[src/rtl/jkmd_pkg.sv]
// ----------------------------------------------------------------------------
// jkmd_pkg
// shared codes and word types for the jog key motor direction control
// ----------------------------------------------------------------------------
package jkmd_pkg;

    localparam logic [1:0] MOTOR_STOP = 2'd0;
    localparam logic [1:0] MOTOR_UP   = 2'd1;
    localparam logic [1:0] MOTOR_DOWN = 2'd2;

    localparam int unsigned IN_TDATA_W  = 8;
    localparam int unsigned OUT_TDATA_W = 8;

    typedef struct packed {
        logic lower_limit_set;
        logic upper_limit_set;
        logic right_rod_hit;
        logic left_rod_hit;
        logic down_key_level;
        logic up_key_level;
    } in_word_t;

    typedef struct packed {
        logic       down_held;
        logic       up_held;
        logic       start_strobe;
        logic       stop_strobe;
        logic [1:0] motor_direction;
    } out_word_t;

endpackage

[src/rtl/jkmd_core.sv]
// ----------------------------------------------------------------------------
// jkmd_core
// key debouncers, limit flags and direction state; one scan tick per accept
// ----------------------------------------------------------------------------
module jkmd_core
(
    input  logic               clk,
    input  logic               rst_n,
    input  logic               cfg_we,
    input  logic               cfg_wdata,
    input  logic               tick,
    input  jkmd_pkg::in_word_t in_word,
    output jkmd_pkg::out_word_t result
);
    import jkmd_pkg::*;

    localparam logic [1:0] PH_IDLE      = 2'd0;
    localparam logic [1:0] PH_DEBOUNCE  = 2'd1;
    localparam logic [1:0] PH_CONFIRMED = 2'd2;

    logic       press_level_reg;
    logic [1:0] phase_reg [2];
    logic [1:0] phase_next [2];
    logic [1:0] hold_reg;
    logic [1:0] hold_next;
    logic [1:0] dir_reg;
    logic [1:0] dir_next;
    logic       upper_flag_reg;
    logic       upper_flag_next;
    logic       lower_flag_reg;
    logic       lower_flag_next;
    logic [1:0] pressed;
    logic       rod;
    logic       up;
    logic       dn;
    logic       stop;
    logic       start;

    assign pressed[0] = (in_word.up_key_level == press_level_reg);
    assign pressed[1] = (in_word.down_key_level == press_level_reg);
    assign rod        = in_word.left_rod_hit | in_word.right_rod_hit;

    // three-phase debouncer per key
    always_comb
    begin
        for (int k = 0; k < 2; k++)
        begin
            phase_next[k] = phase_reg[k];
            hold_next[k]  = hold_reg[k];
            unique case (phase_reg[k])
                PH_DEBOUNCE:
                begin
                    if (pressed[k])
                    begin
                        hold_next[k]  = 1'b1;
                        phase_next[k] = PH_CONFIRMED;
                    end
                    else
                    begin
                        phase_next[k] = PH_IDLE;
                    end
                end
                PH_CONFIRMED:
                begin
                    if (!pressed[k])
                    begin
                        hold_next[k]  = 1'b0;
                        phase_next[k] = PH_IDLE;
                    end
                end
                default:
                begin
                    phase_next[k] = pressed[k] ? PH_DEBOUNCE : PH_IDLE;
                end
            endcase
        end
    end

    assign up = hold_next[0];
    assign dn = hold_next[1];

    // release-stop, conflict-stop, then start
    always_comb
    begin
        dir_next        = dir_reg;
        stop            = 1'b0;
        start           = 1'b0;
        upper_flag_next = upper_flag_reg | in_word.upper_limit_set;
        lower_flag_next = lower_flag_reg | in_word.lower_limit_set;

        if ((!up && dir_next == MOTOR_UP) || (!dn && dir_next == MOTOR_DOWN))
        begin
            dir_next = MOTOR_STOP;
            stop     = 1'b1;
        end
        if (up && dn && dir_next != MOTOR_STOP)
        begin
            dir_next = MOTOR_STOP;
            stop     = 1'b1;
        end
        if (dir_next == MOTOR_STOP)
        begin
            priority if (up && !dn)
            begin
                if (!upper_flag_next)
                begin
                    dir_next        = MOTOR_UP;
                    lower_flag_next = 1'b0;
                    start           = 1'b1;
                end
            end
            else if (dn && !up)
            begin
                if (!lower_flag_next)
                begin
                    dir_next        = MOTOR_DOWN;
                    upper_flag_next = 1'b0;
                    start           = 1'b1;
                end
            end
            else if (up && dn)
            begin
                // forced descent ignores the lower limit, rods block it
                if (!rod)
                begin
                    dir_next        = MOTOR_DOWN;
                    lower_flag_next = 1'b0;
                    start           = 1'b1;
                end
            end
            else
            begin
                start = 1'b0;
            end
        end
    end

    assign result.motor_direction = dir_next;
    assign result.stop_strobe     = stop;
    assign result.start_strobe    = start;
    assign result.up_held         = hold_next[0];
    assign result.down_held       = hold_next[1];

    always_ff @(posedge clk or negedge rst_n)
    begin
        if (!rst_n)
        begin
            press_level_reg <= 1'b0;
            phase_reg[0]    <= PH_IDLE;
            phase_reg[1]    <= PH_IDLE;
            hold_reg        <= 2'b00;
            dir_reg         <= MOTOR_STOP;
            upper_flag_reg  <= 1'b0;
            lower_flag_reg  <= 1'b0;
        end
        else
        begin
            if (cfg_we)
            begin
                press_level_reg <= cfg_wdata;
            end
            if (tick)
            begin
                phase_reg[0]   <= phase_next[0];
                phase_reg[1]   <= phase_next[1];
                hold_reg       <= hold_next;
                dir_reg        <= dir_next;
                upper_flag_reg <= upper_flag_next;
                lower_flag_reg <= lower_flag_next;
            end
        end
    end

endmodule

[src/rtl/jog_key_motor_direction_control.sv]
// ----------------------------------------------------------------------------
// jog_key_motor_direction_control
// two-key jog control with debounce, limit flags and motor direction
// ----------------------------------------------------------------------------
//  channel   dir  fields (lsb first)
//  s_axis    in   up_key_level, down_key_level, left_rod_hit, right_rod_hit,
//                 upper_limit_set, lower_limit_set
//  m_axis    out  motor_direction[1:0], stop_strobe, start_strobe, up_held,
//                 down_held
//  cfg       in   press_level (cfg_wdata, written when cfg_we is high)
//
//  one result word per input word, one per clock while m_axis_tready is high
//  a word's state update and result are settled in the cycle it is accepted;
//  the result is then registered in the output register or the skid stage
//  output register plus skid stage: input stalls only when both are full
//  reset clears the key state, limit flags, direction and press level
module jog_key_motor_direction_control
(
    input  logic                                clk,
    input  logic                                rst_n,
    input  logic                                cfg_we,
    input  logic                                cfg_wdata,
    input  logic                                s_axis_tvalid,
    output logic                                s_axis_tready,
    // up_key_level, down_key_level, left_rod_hit, right_rod_hit,
    // upper_limit_set, lower_limit_set, zero pad
    input  logic [jkmd_pkg::IN_TDATA_W-1:0]     s_axis_tdata,
    output logic                                m_axis_tvalid,
    input  logic                                m_axis_tready,
    // motor_direction[1:0], stop_strobe, start_strobe, up_held, down_held,
    // zero pad
    output logic [jkmd_pkg::OUT_TDATA_W-1:0]    m_axis_tdata
);
    import jkmd_pkg::*;

    localparam int unsigned OUT_PAD = OUT_TDATA_W - $bits(out_word_t);

    in_word_t  in_word;
    out_word_t result;
    logic      accept;
    logic      take;
    logic      out_valid_reg;
    logic      out_valid_next;
    out_word_t out_word_reg;
    logic      skid_valid_reg;
    logic      skid_valid_next;
    out_word_t skid_word_reg;

    assign in_word       = in_word_t'(s_axis_tdata[$bits(in_word_t)-1:0]);
    assign s_axis_tready = !skid_valid_reg;
    assign accept        = s_axis_tvalid && s_axis_tready;
    assign take          = out_valid_reg && m_axis_tready;

    jkmd_core u_core
    (
        .clk       (clk),
        .rst_n     (rst_n),
        .cfg_we    (cfg_we),
        .cfg_wdata (cfg_wdata),
        .tick      (accept),
        .in_word   (in_word),
        .result    (result)
    );

    always_comb
    begin
        out_valid_next  = out_valid_reg;
        skid_valid_next = skid_valid_reg;
        if (take)
        begin
            out_valid_next  = skid_valid_reg || accept;
            skid_valid_next = 1'b0;
        end
        else if (accept)
        begin
            out_valid_next  = 1'b1;
            skid_valid_next = out_valid_reg;
        end
    end

    always_ff @(posedge clk or negedge rst_n)
    begin
        if (!rst_n)
        begin
            out_valid_reg  <= 1'b0;
            skid_valid_reg <= 1'b0;
        end
        else
        begin
            out_valid_reg  <= out_valid_next;
            skid_valid_reg <= skid_valid_next;
        end
    end

    always_ff @(posedge clk)
    begin
        if (take)
        begin
            out_word_reg <= skid_valid_reg ? skid_word_reg : result;
        end
        else if (accept && !out_valid_reg)
        begin
            out_word_reg <= result;
        end
        if (accept && out_valid_reg && !take)
        begin
            skid_word_reg <= result;
        end
    end

    assign m_axis_tvalid = out_valid_reg;
    assign m_axis_tdata  = {{OUT_PAD{1'b0}}, out_word_reg};

endmodule

[config.mk]
export PLATFORM = sky130hd
export DESIGN_NAME = jog_key_motor_direction_control
export DESIGN_NICKNAME = d
export VERILOG_FILES = /design/src/rtl/jkmd_pkg.sv /design/src/rtl/jkmd_core.sv /design/src/rtl/jog_key_motor_direction_control.sv
export SDC_FILE = /design/constraint.sdc
export NUM_CORES = 1
export LEC_CHECK = 0
export ABC_AREA = 1
export ABC_CLOCK_PERIOD_IN_PS = 3600
export BUFFER_PORTS_ARGS = -buffer_cell sky130_fd_sc_hd__buf_2
export CELL_PAD_IN_SITES_DETAIL_PLACEMENT = 0
export CELL_PAD_IN_SITES_GLOBAL_PLACEMENT = 1
export CORE_ASPECT_RATIO = 1.5
export CORE_MARGIN = 3
export CORE_UTILIZATION = 44
export DETAILED_ROUTE_END_ITERATION = 8
export PLACE_DENSITY_LB_ADDON = 0.05
export SYNTH_ARGS = -nofsm -noshare
export SYNTH_HDL_FRONTEND = slang
export SYNTH_SLANG_ARGS = --single-unit
[constraint.sdc]
create_clock -name clk -period 3.6 [get_ports clk]
set_clock_uncertainty 0.2 [all_clocks]
set_input_delay 0.36 -clock clk [delete_from_list [all_inputs] [get_ports clk]]
set_output_delay 0.36 -clock clk [all_outputs]
set_load 0.01 [all_outputs]
# Word-level counts from Yosys, hierarchy flattened

Index checks and enable logic that the tools add are counted.

Word-level logic and storage cells: 105
Output and inout port bits: 10
Register bits after elaboration: 25
Input bits: 14

Bitwise gates (word level): 3
Equal/unequal tests: 10
Mux-type cells: 49
Reductions and logical operators: 24

Operators with widths:

| kind                                                | count |
|---|---|
| two-way mux 1 bit                                   | 29 |
| two-way mux 2 bit                                   | 13 |
| two-way mux 6 bit                                   | 3 |
| logical AND 1 bit                                   | 11 |
| one-hot mux 2 bit (2 select lines)                  | 2 |
| equality test 2 x 1 -> 1 bit, second input constant | 3 |
| equality test 2 bit, second input constant          | 3 |
| nonzero test 2 bit                                  | 3 |
| zero test 1 bit                                     | 5 |
| inequality test 2 bit, second input constant        | 2 |
| one-hot mux 1 bit (2 select lines)                  | 2 |
| AND reduction 2 bit                                 | 2 |
| bitwise OR 1 bit                                    | 3 |
| equality test 1 bit                                 | 2 |
| zero test 2 bit                                     | 1 |
| logical OR 1 bit                                    | 2 |

# Logic depth before layout (Yosys ltp)

Gate-level depths: netlist (run 1).

Word-level depth: 17
Gate-level depth with buffers: 15
Mapped depth without buffers: 15

# Hierarchy

A second synthesis (run 1) with hierarchy kept.

Cells, all modules: 175
Area, all modules: 1492.7 um^2

By module, submodules not included:

| module                          | cells each | area each (um^2) | instances | sequential area each (um^2) |
|---|---|---|---|---|
| jkmd_core                       | 121        | 842.1            | 1         | 275.3 |
| jog_key_motor_direction_control | 54         | 650.6            | 1         | 410.4 |

# Worst setup path before layout (run 1)

No wires, ideal clock.

Kind: register -> register
Start point: register u_core.phase_reg[0] in the netlist's numbering
End point: register out_word_reg, in the netlist m_axis_tdata[1] (data pin)
Library setup time: 253 ps
Arrival: 1529 ps
Setup slack: 1619 ps
Clock period less this slack: 1981 ps
Buffers on the path: 0
Data required time: 3147 ps
Cell stages (with the launch flop): 15
Cells stage by stage: dfrtp_1 > inv_1 > ha_1 > nor2_1 > nand3_2 > nand2_2 > nand2_4 > inv_2 > nand2_4 > nand4_4 > nand2_1 > nand2_1 > nand2_2 > nand2_1 > nand2_1

RTL lines:

| what                   | line                                   | RTL |
|---|---|---|
| start: declaration     | jkmd_core.sv:22                        | `logic [1:0] phase_reg [2];` |
| end signal: assignment | jog_key_motor_direction_control.sv:99  | `out_word_reg <= skid_valid_reg ? skid_word_reg : result;` |
| end signal: assignment | jog_key_motor_direction_control.sv:103 | `out_word_reg <= result;` |
| end: declaration       | jog_key_motor_direction_control.sv:44  | `out_word_t out_word_reg;` |

==> results of run 1 <==
-- worst min-delay path by stage --
stage,from,slack [ps],end
2_1_floorplan,rst_n,-140,m_axis_tvalid$_DFFE_PN0P_
3_3_place_gp,rst_n,60,u_core.phase_reg[1]$_DFFE_PN0P_
3_5_place_dp,rst_n,70,u_core.phase_reg[1]$_DFFE_PN0P_
4_1_cts,cfg_we,100,u_core.press_level_reg$_DFFE_PN0P_
5_1_grt,cfg_we,100,u_core.press_level_reg$_DFFE_PN0P_
6_report,cfg_we,100,u_core.press_level_reg$_DFFE_PN0P_
-- layout by cell type (no fill, tap or decap), types with 2 or more instances in the layout --
master / instances
nand2_1: 43
inv_1: 20
buf_2: 19
nor2_1: 14
o21ai_0: 13
dfrtp_1: 13
nand3_1: 12
edfxtp_1: 12
nand2_2: 11
nand2_4: 4
ha_1: 4
clkbuf_8: 3
inv_2: 2
nand3_2: 2
a21oi_1: 2
conb_1: 2
-- cell type report --
cell class	instances	area, µm²	area share, %
multi-input combinational	111	587	37.5
timing repair buffer	20	105	6.72
clock inverter	1	5.00	0.320
inverter	23	91.3	5.84
clock buffer	3	41.3	2.64
tap	39	48.8	3.12
sequential	25	686	43.8
-- power breakdown --
part           switching (mW)  internal [mW]  leakage, nW
Combinational           0.317          0.166        0.468
Clock                  0.0866         0.0773       0.0255
Sequential             0.0475          0.424        0.283
-- metal layers --
layer,global-route usage [%],vias to the layer above,part of all wire [%]
met5,0,-,0
met4,12.0,0,4.2
met3,1.98,8,2.5
met2,28.3,18,56
met1,14.5,478,38
li1,-,549,-
-- cell families after synthesis --
group	share of synthesized area (%)
AND/OR/NAND/NOR	31.8
buffers and inverters	8.48
flip-flops	49.5
AO/OA/AOI/OAI	6.41
adder cells (fa/ha/maj)	3.61
other	0.270
-- cell usage after synthesis --
library cell	count
o21ai_1	1
ha_1	4
nand3_2	2
buf_4	2
nand2_2	11
edfxtp_1	12
inv_6	1
nand3_1	12
conb_1	1
nor2_1	14
dfrtp_1	13
nand4_4	1
nand2_1	43
inv_1	20
o21ai_0	13
a21oi_1	2
buf_6	1
a21oi_2	1
nand2_4	4
inv_2	2
nor2_4	1
-- through the flow --
stage	setup slack [ps]	util, %	hold WS (ps)
global placement	1440	50.7	62.5
finish	1390	52.6	101
global route	1250	52.6	102
floorplan	1620	-	-136
detailed placement	1380	50.7	70.6
CTS	1370	52.6	99.4
-- worst register-to-register path: stages (launching register included) --
cell and delay, ps:
dfrtp_1 380, inv_1 50, ha_1 320, nor2_1 140
nand3_2 100, nand2_2 90, nand2_4 90, inv_2 120
nand2_4 80, nand4_4 90, nand2_1 70, nand2_1 80
nand2_2 80, nand2_1 60, nand2_1 50
==> results.yml, run 1 <==
job:
  maxCapViolCount: 0
placed_design:
  gp_congestion: 0.837
  place_inst: 217
  dp_hpwl_um: 2040
  io_buffer_count: 19
  postPlaceCellArea_um2: 1510
min_path:
  holdPathStages: 2
  hp-class: "input port to register"
global_routing:
  antenna_found_initial: 0
  gr-total-overflow: 0
  grt_pass1_vias: 1014
  track_usage_pct: 15.2
  grt_max_degree: 15
  grt_pass1_wl_um: 4270
routing:
  num_vias: 1053
  drc_errors: 0
  drt_first_iter_violations: 8
  first_pass_iters: 4
  ant_nets: 0
  drt-total-wl_um: 2470
  viasPerCell: 4.74
  wire_per_inst_um: 11.1
finish:
  nNetsFinal: 202
  drive_above_1_share_pct: 25.1
  design_area_um2: 1560
  area_delta_synth_final_pct: 12.8
  n_antenna_cell: 0
  layout.cells.non_filler: 222
  fillers: 281
clocking:
  ctsResizeCount: 0
  postCtsSetupRepairBufs: 0
  cts_tree: "yes"
  ctsHoldBuffers: 1
  h-tree-depth: 1
  clock_sinks: 25
  cts.reportedPaths.clkPinSlew_ps: 90
  cts_buffers: 3
  cts_root_buffer: "clkbuf_8"
  cts.path.max_buffers: 2
  clk_latency_ps: 260
synthesis:
  ys_seq_elements: 25
  avgSynthCellArea_um2: 8.61
  yosysSeqAreaShare_pct: 49.5
  synth_area_leaders: "edfxtp_1, dfrtp_1, nand2_1"
  ys_warn_count: 0
  synth_cell_types: 21
  synth_cells: 161
  synth_top_area_cell: "edfxtp_1"
  yosys.area.top_type_share_pct: 26.0
  netlist_area_um2: 1390
sta:
  setup_tns_ps: 0
  finalSetupViolCount: 0
  final_max_slew_viol_count: 0
  post-route-min-period_ps: 2210
  relSlewSlack_pct: 43.8
  hold_viol_final: 0
  rsz0062_at_grt: "false"
  finalCritPeriodShare_pct: 61.4
  clock.fmax_mhz: 453
  worstMarginPinSlew_ps: 833
die:
  dieWidth_um: 51.8
  dieArea_um2: 3870
  initial_utilization_pct: 46.6
  coreArea_um2: 2970
  die_h_um: 74.7
  row_count: 24
  boundaryPins: 24
power_and_ir_drop:
  leakage_nw: 0.777
  peakVddDrop_mv: 0.360
  power.total_mw: 1.12
  powerDensity_nw_per_um2: 715
status:
  outcome: "finished clean"
critical_path:
  cp_cell_sequence: "inv_1 > ha_1 > nor2_1 > nand3_2 > nand2_2 > nand2_4 > inv_2 > nand2_4 > nand4_4 > nand2_1 > nand2_1 > nand2_2 > nand2_1 > nand2_1"
  rr_endpoint: "m_axis_tdata[1]$_DFFE_PP_"
  crit_top_cell: "nand2_1"
  r2r_start: "u_core.phase_reg[0]$_DFFE_PN0P_"
  critPathRequiredTime_ps: 3430
  r2r_cells: 14
  cp_slowest_cell: "dfrtp_1"
  critPathArrivalTime_ps: 2040
  crit_end: "m_axis_tdata[1]$_DFFE_PP_"
  slowest_delay_ps: 380
  critPathKind: "register to register"
  cpLargestDelayFamily: "simple AND/OR/NAND/NOR gates"
  critPathLaunch: "u_core.phase_reg[0]$_DFFE_PN0P_"
  cp.depth: 14
  r2r_slack_ps: 1390
  critPathBufInv: 2
  endpoint_kind: "register"
  path_max_fanout: 6
  crit_path_start_kind: "register"
Power figures use the tool's default switching activity.
==> run 2: changes to the inputs <==
--- a/config.mk
+++ b/config.mk
@@ -6,13 +6,13 @@
 export NUM_CORES = 1
 export LEC_CHECK = 0
 export ABC_AREA = 1
-export ABC_CLOCK_PERIOD_IN_PS = 3600
+export ABC_CLOCK_PERIOD_IN_PS = 1970
 export BUFFER_PORTS_ARGS = -buffer_cell sky130_fd_sc_hd__buf_2
 export CELL_PAD_IN_SITES_DETAIL_PLACEMENT = 0
 export CELL_PAD_IN_SITES_GLOBAL_PLACEMENT = 1
 export CORE_ASPECT_RATIO = 1.5
 export CORE_MARGIN = 3
-export CORE_UTILIZATION = 44
+export CORE_UTILIZATION = 37
 export DETAILED_ROUTE_END_ITERATION = 8
 export PLACE_DENSITY_LB_ADDON = 0.05
 export SYNTH_ARGS = -nofsm -noshare
==> constraint.sdc (replaced) <==
create_clock -name clk -period 1.97 [get_ports clk]
set_clock_uncertainty 0.2 [all_clocks]
set_input_delay 0.197 -clock clk [delete_from_list [all_inputs] [get_ports clk]]
set_output_delay 0.197 -clock clk [all_outputs]
set_load 0.01 [all_outputs]
==> run 2 against run 1 <==
Effect of this change: the run now ends with negative setup slack left; critical path depth is 1 lower; routed wire length is 17% higher; cell count is 12% higher; register-to-register slack worse by 1500 ps; first-iteration DRC count grew to 4.4 times the previous value; global-route usage is 0.83 points lower; worst setup slack worse by 1500 ps; critical endpoint unchanged; largest cell class unchanged; highest routed layer unchanged.
==> results.yml, run 2 (same netlist as run 1, synthesis figures left out) <==
routing:
  drt_first_iter_violations: 35
  wire_per_inst_um: 11.6
  first_pass_iters: 4
  num_vias: 1157
  drc_errors: 0
  viasPerCell: 4.67
  ant_nets: 0
  drt-total-wl_um: 2880
die:
  die_h_um: 81.0
  coreArea_um2: 3510
  row_count: 26
  dieWidth_um: 56.0
  initial_utilization_pct: 39.5
  boundaryPins: 24
  dieArea_um2: 4530
finish:
  nNetsFinal: 225
  seqCellArea_um2: 688
  multi_input_area_um2: 673
  final_common_cell: "nand2_1"
  drive_above_1_share_pct: 42.2
  mostFrequentLayoutCells: "nand2_1, buf_2, buf_4"
  final_util_pct: 52.7
  area_delta_synth_final_pct: 33.5
  n_antenna_cell: 0
  design_area_um2: 1850
  fillers: 354
sta:
  worst_slack_ps: -91.6
  rsz0062_at_grt: "true"
  whs_ps: 43.7
  post-route-min-period_ps: 2060
  finalSetupViolCount: 7
  hold_viol_final: 0
  relSlewSlack_pct: 62.0
  final_max_slew_viol_count: 0
  worstMarginPinSlew_ps: 568
  clock.fmax_mhz: 485
  finalCritPeriodShare_pct: 105
status:
  violations: "negative setup slack"
  outcome: "finished, violations left"
clocking:
  cts.reportedPaths.clkPinSlew_ps: 100
  clk_latency_ps: 270
  clock_sinks: 25
  cts_buffers: 3
  h-tree-depth: 1
  cts_tree: "yes"
  cts.path.max_buffers: 2
  cts_root_buffer: "clkbuf_8"
critical_path:
  endpoint_kind: "register"
  critPathRequiredTime_ps: 1810
  critPathKind: "register to register"
  r2r_cells: 13
  rr_endpoint: "m_axis_tdata[1]$_DFFE_PP_"
  r2r_slack_ps: -90
  critPathArrivalTime_ps: 1900
  path_max_fanout: 5
  crit_path_start_kind: "register"
  r2r_start: "u_core.phase_reg[3]$_DFFE_PN0P_"
power_and_ir_drop:
  peakVddDrop_mv: 0.587
  p_sw_mw: 0.972
  power_frac_clock_pct: 12.9
  power.total_mw: 2.43
  leakage_nw: 0.890
  p_int_mw: 1.46
  p_seq_share_pct: 35.9
  combinationalPowerShare_pct: 51.2
  powerDensity_nw_per_um2: 1310
  netSwitchingFraction_pct: 40.0
placed_design:
  postPlaceCellArea_um2: 1590
  dpl_worst_slack_ps: -168
  gp_congestion: 0.782
  dp_hpwl_um: 2190
  io_buffer_count: 19
min_path:
  hold_end: "u_core.upper_flag_reg$_DFFE_PN0P_"
  holdPathStages: 3
  min_from: "s_axis_tdata[4]"
  hp-class: "input port to register"
global_routing:
  grt_max_degree: 16
  gr-total-overflow: 0
  antenna_found_initial: 0
  track_usage_pct: 14.3
  grt_pass1_vias: 1189
  grt_pass1_wl_um: 5160
job:
  maxCapViolCount: 0
run 2: changes by cell type in the layout (fill, tap and decap cells not counted), sizes merged:
cell,delta
buf,+21
clkinv,-1
clkinvlp,+1
dlygate4sd3,+2
run 2: timing repair:
action                                  4_1_cts  5_1_grt
endpoints found under the setup margin       11       13
hold endpoints to repair                     14        0
buffers inserted                             10        1
gates resized for setup                      21        8
hold buffers                                  3        0
pin swaps                                    14        7
cloned                                        0        0
run 2: worst max-delay path by stage:
stage                                                from                        end  slack [ps]  cells past startpoint
after floorplan           u_core.phase_reg[3]$_DFFE_PN0P_  m_axis_tdata[1]$_DFFE_PP_           2                     13
after global placement    u_core.phase_reg[1]$_DFFE_PN0P_  m_axis_tdata[1]$_DFFE_PP_        -130                     13
after detailed placement  u_core.phase_reg[2]$_DFFE_PN0P_  m_axis_tdata[1]$_DFFE_PP_        -170                     14
after CTS                 u_core.phase_reg[1]$_DFFE_PN0P_  m_axis_tdata[1]$_DFFE_PP_        -120                     15
after global routing      u_core.phase_reg[0]$_DFFE_PN0P_  m_axis_tdata[1]$_DFFE_PP_        -240                     14
final                     u_core.phase_reg[3]$_DFFE_PN0P_  m_axis_tdata[1]$_DFFE_PP_         -90                     13
run 2: routing by layer:
layer,part of all wire [%],GRT usage (%),wire [µm],up-vias
met5,0,0,0,-
met4,3.3,8.79,94,0
met3,2.8,1.59,82,8
met2,57,28.0,1640,23
met1,37,14.2,1070,525
li1,-,-,-,601
run 2: layout make-up:
type / count / area share (%)
multi-input combinational: 111 / 36.4
tap: 42 / 2.84
inverter: 23 / 5.07
clock buffer: 3 / 2.23
sequential: 25 / 37.2
timing repair buffer: 43 / 15.9
clock inverter: 1 / 0.406
run 2: power by group through the flow:
stage,Sequential (mW),Clock (mW),Combinational [mW]
2_1_floorplan,0.900,0,0.653
3_3_place_gp,0.867,0,0.976
3_5_place_dp,0.872,0,1.00
4_1_cts,0.868,0.327,1.20
5_1_grt,0.893,0.352,1.40
6_report,0.870,0.314,1.24
run 2: worst max-delay path, cell delays in order (launching register included):
cell and delay (ps):
dfrtp_2 450, ha_4 250, nor2_1 80, nand3_1 100, nand2_2 90, nand2_4 90, inv_6 80, nand2_4 70
nand4_4 90, nand2_1 70, nand2_1 70, nand2_2 90, nand2_1 60, nand2_1 40
run 2: through the flow:
step	setup TNS [ps]	cells
after floorplan	0	162
after global placement	-485	230
final	-303	248
after CTS	-483	247
after detailed placement	-824	230
after global routing	-1860	248
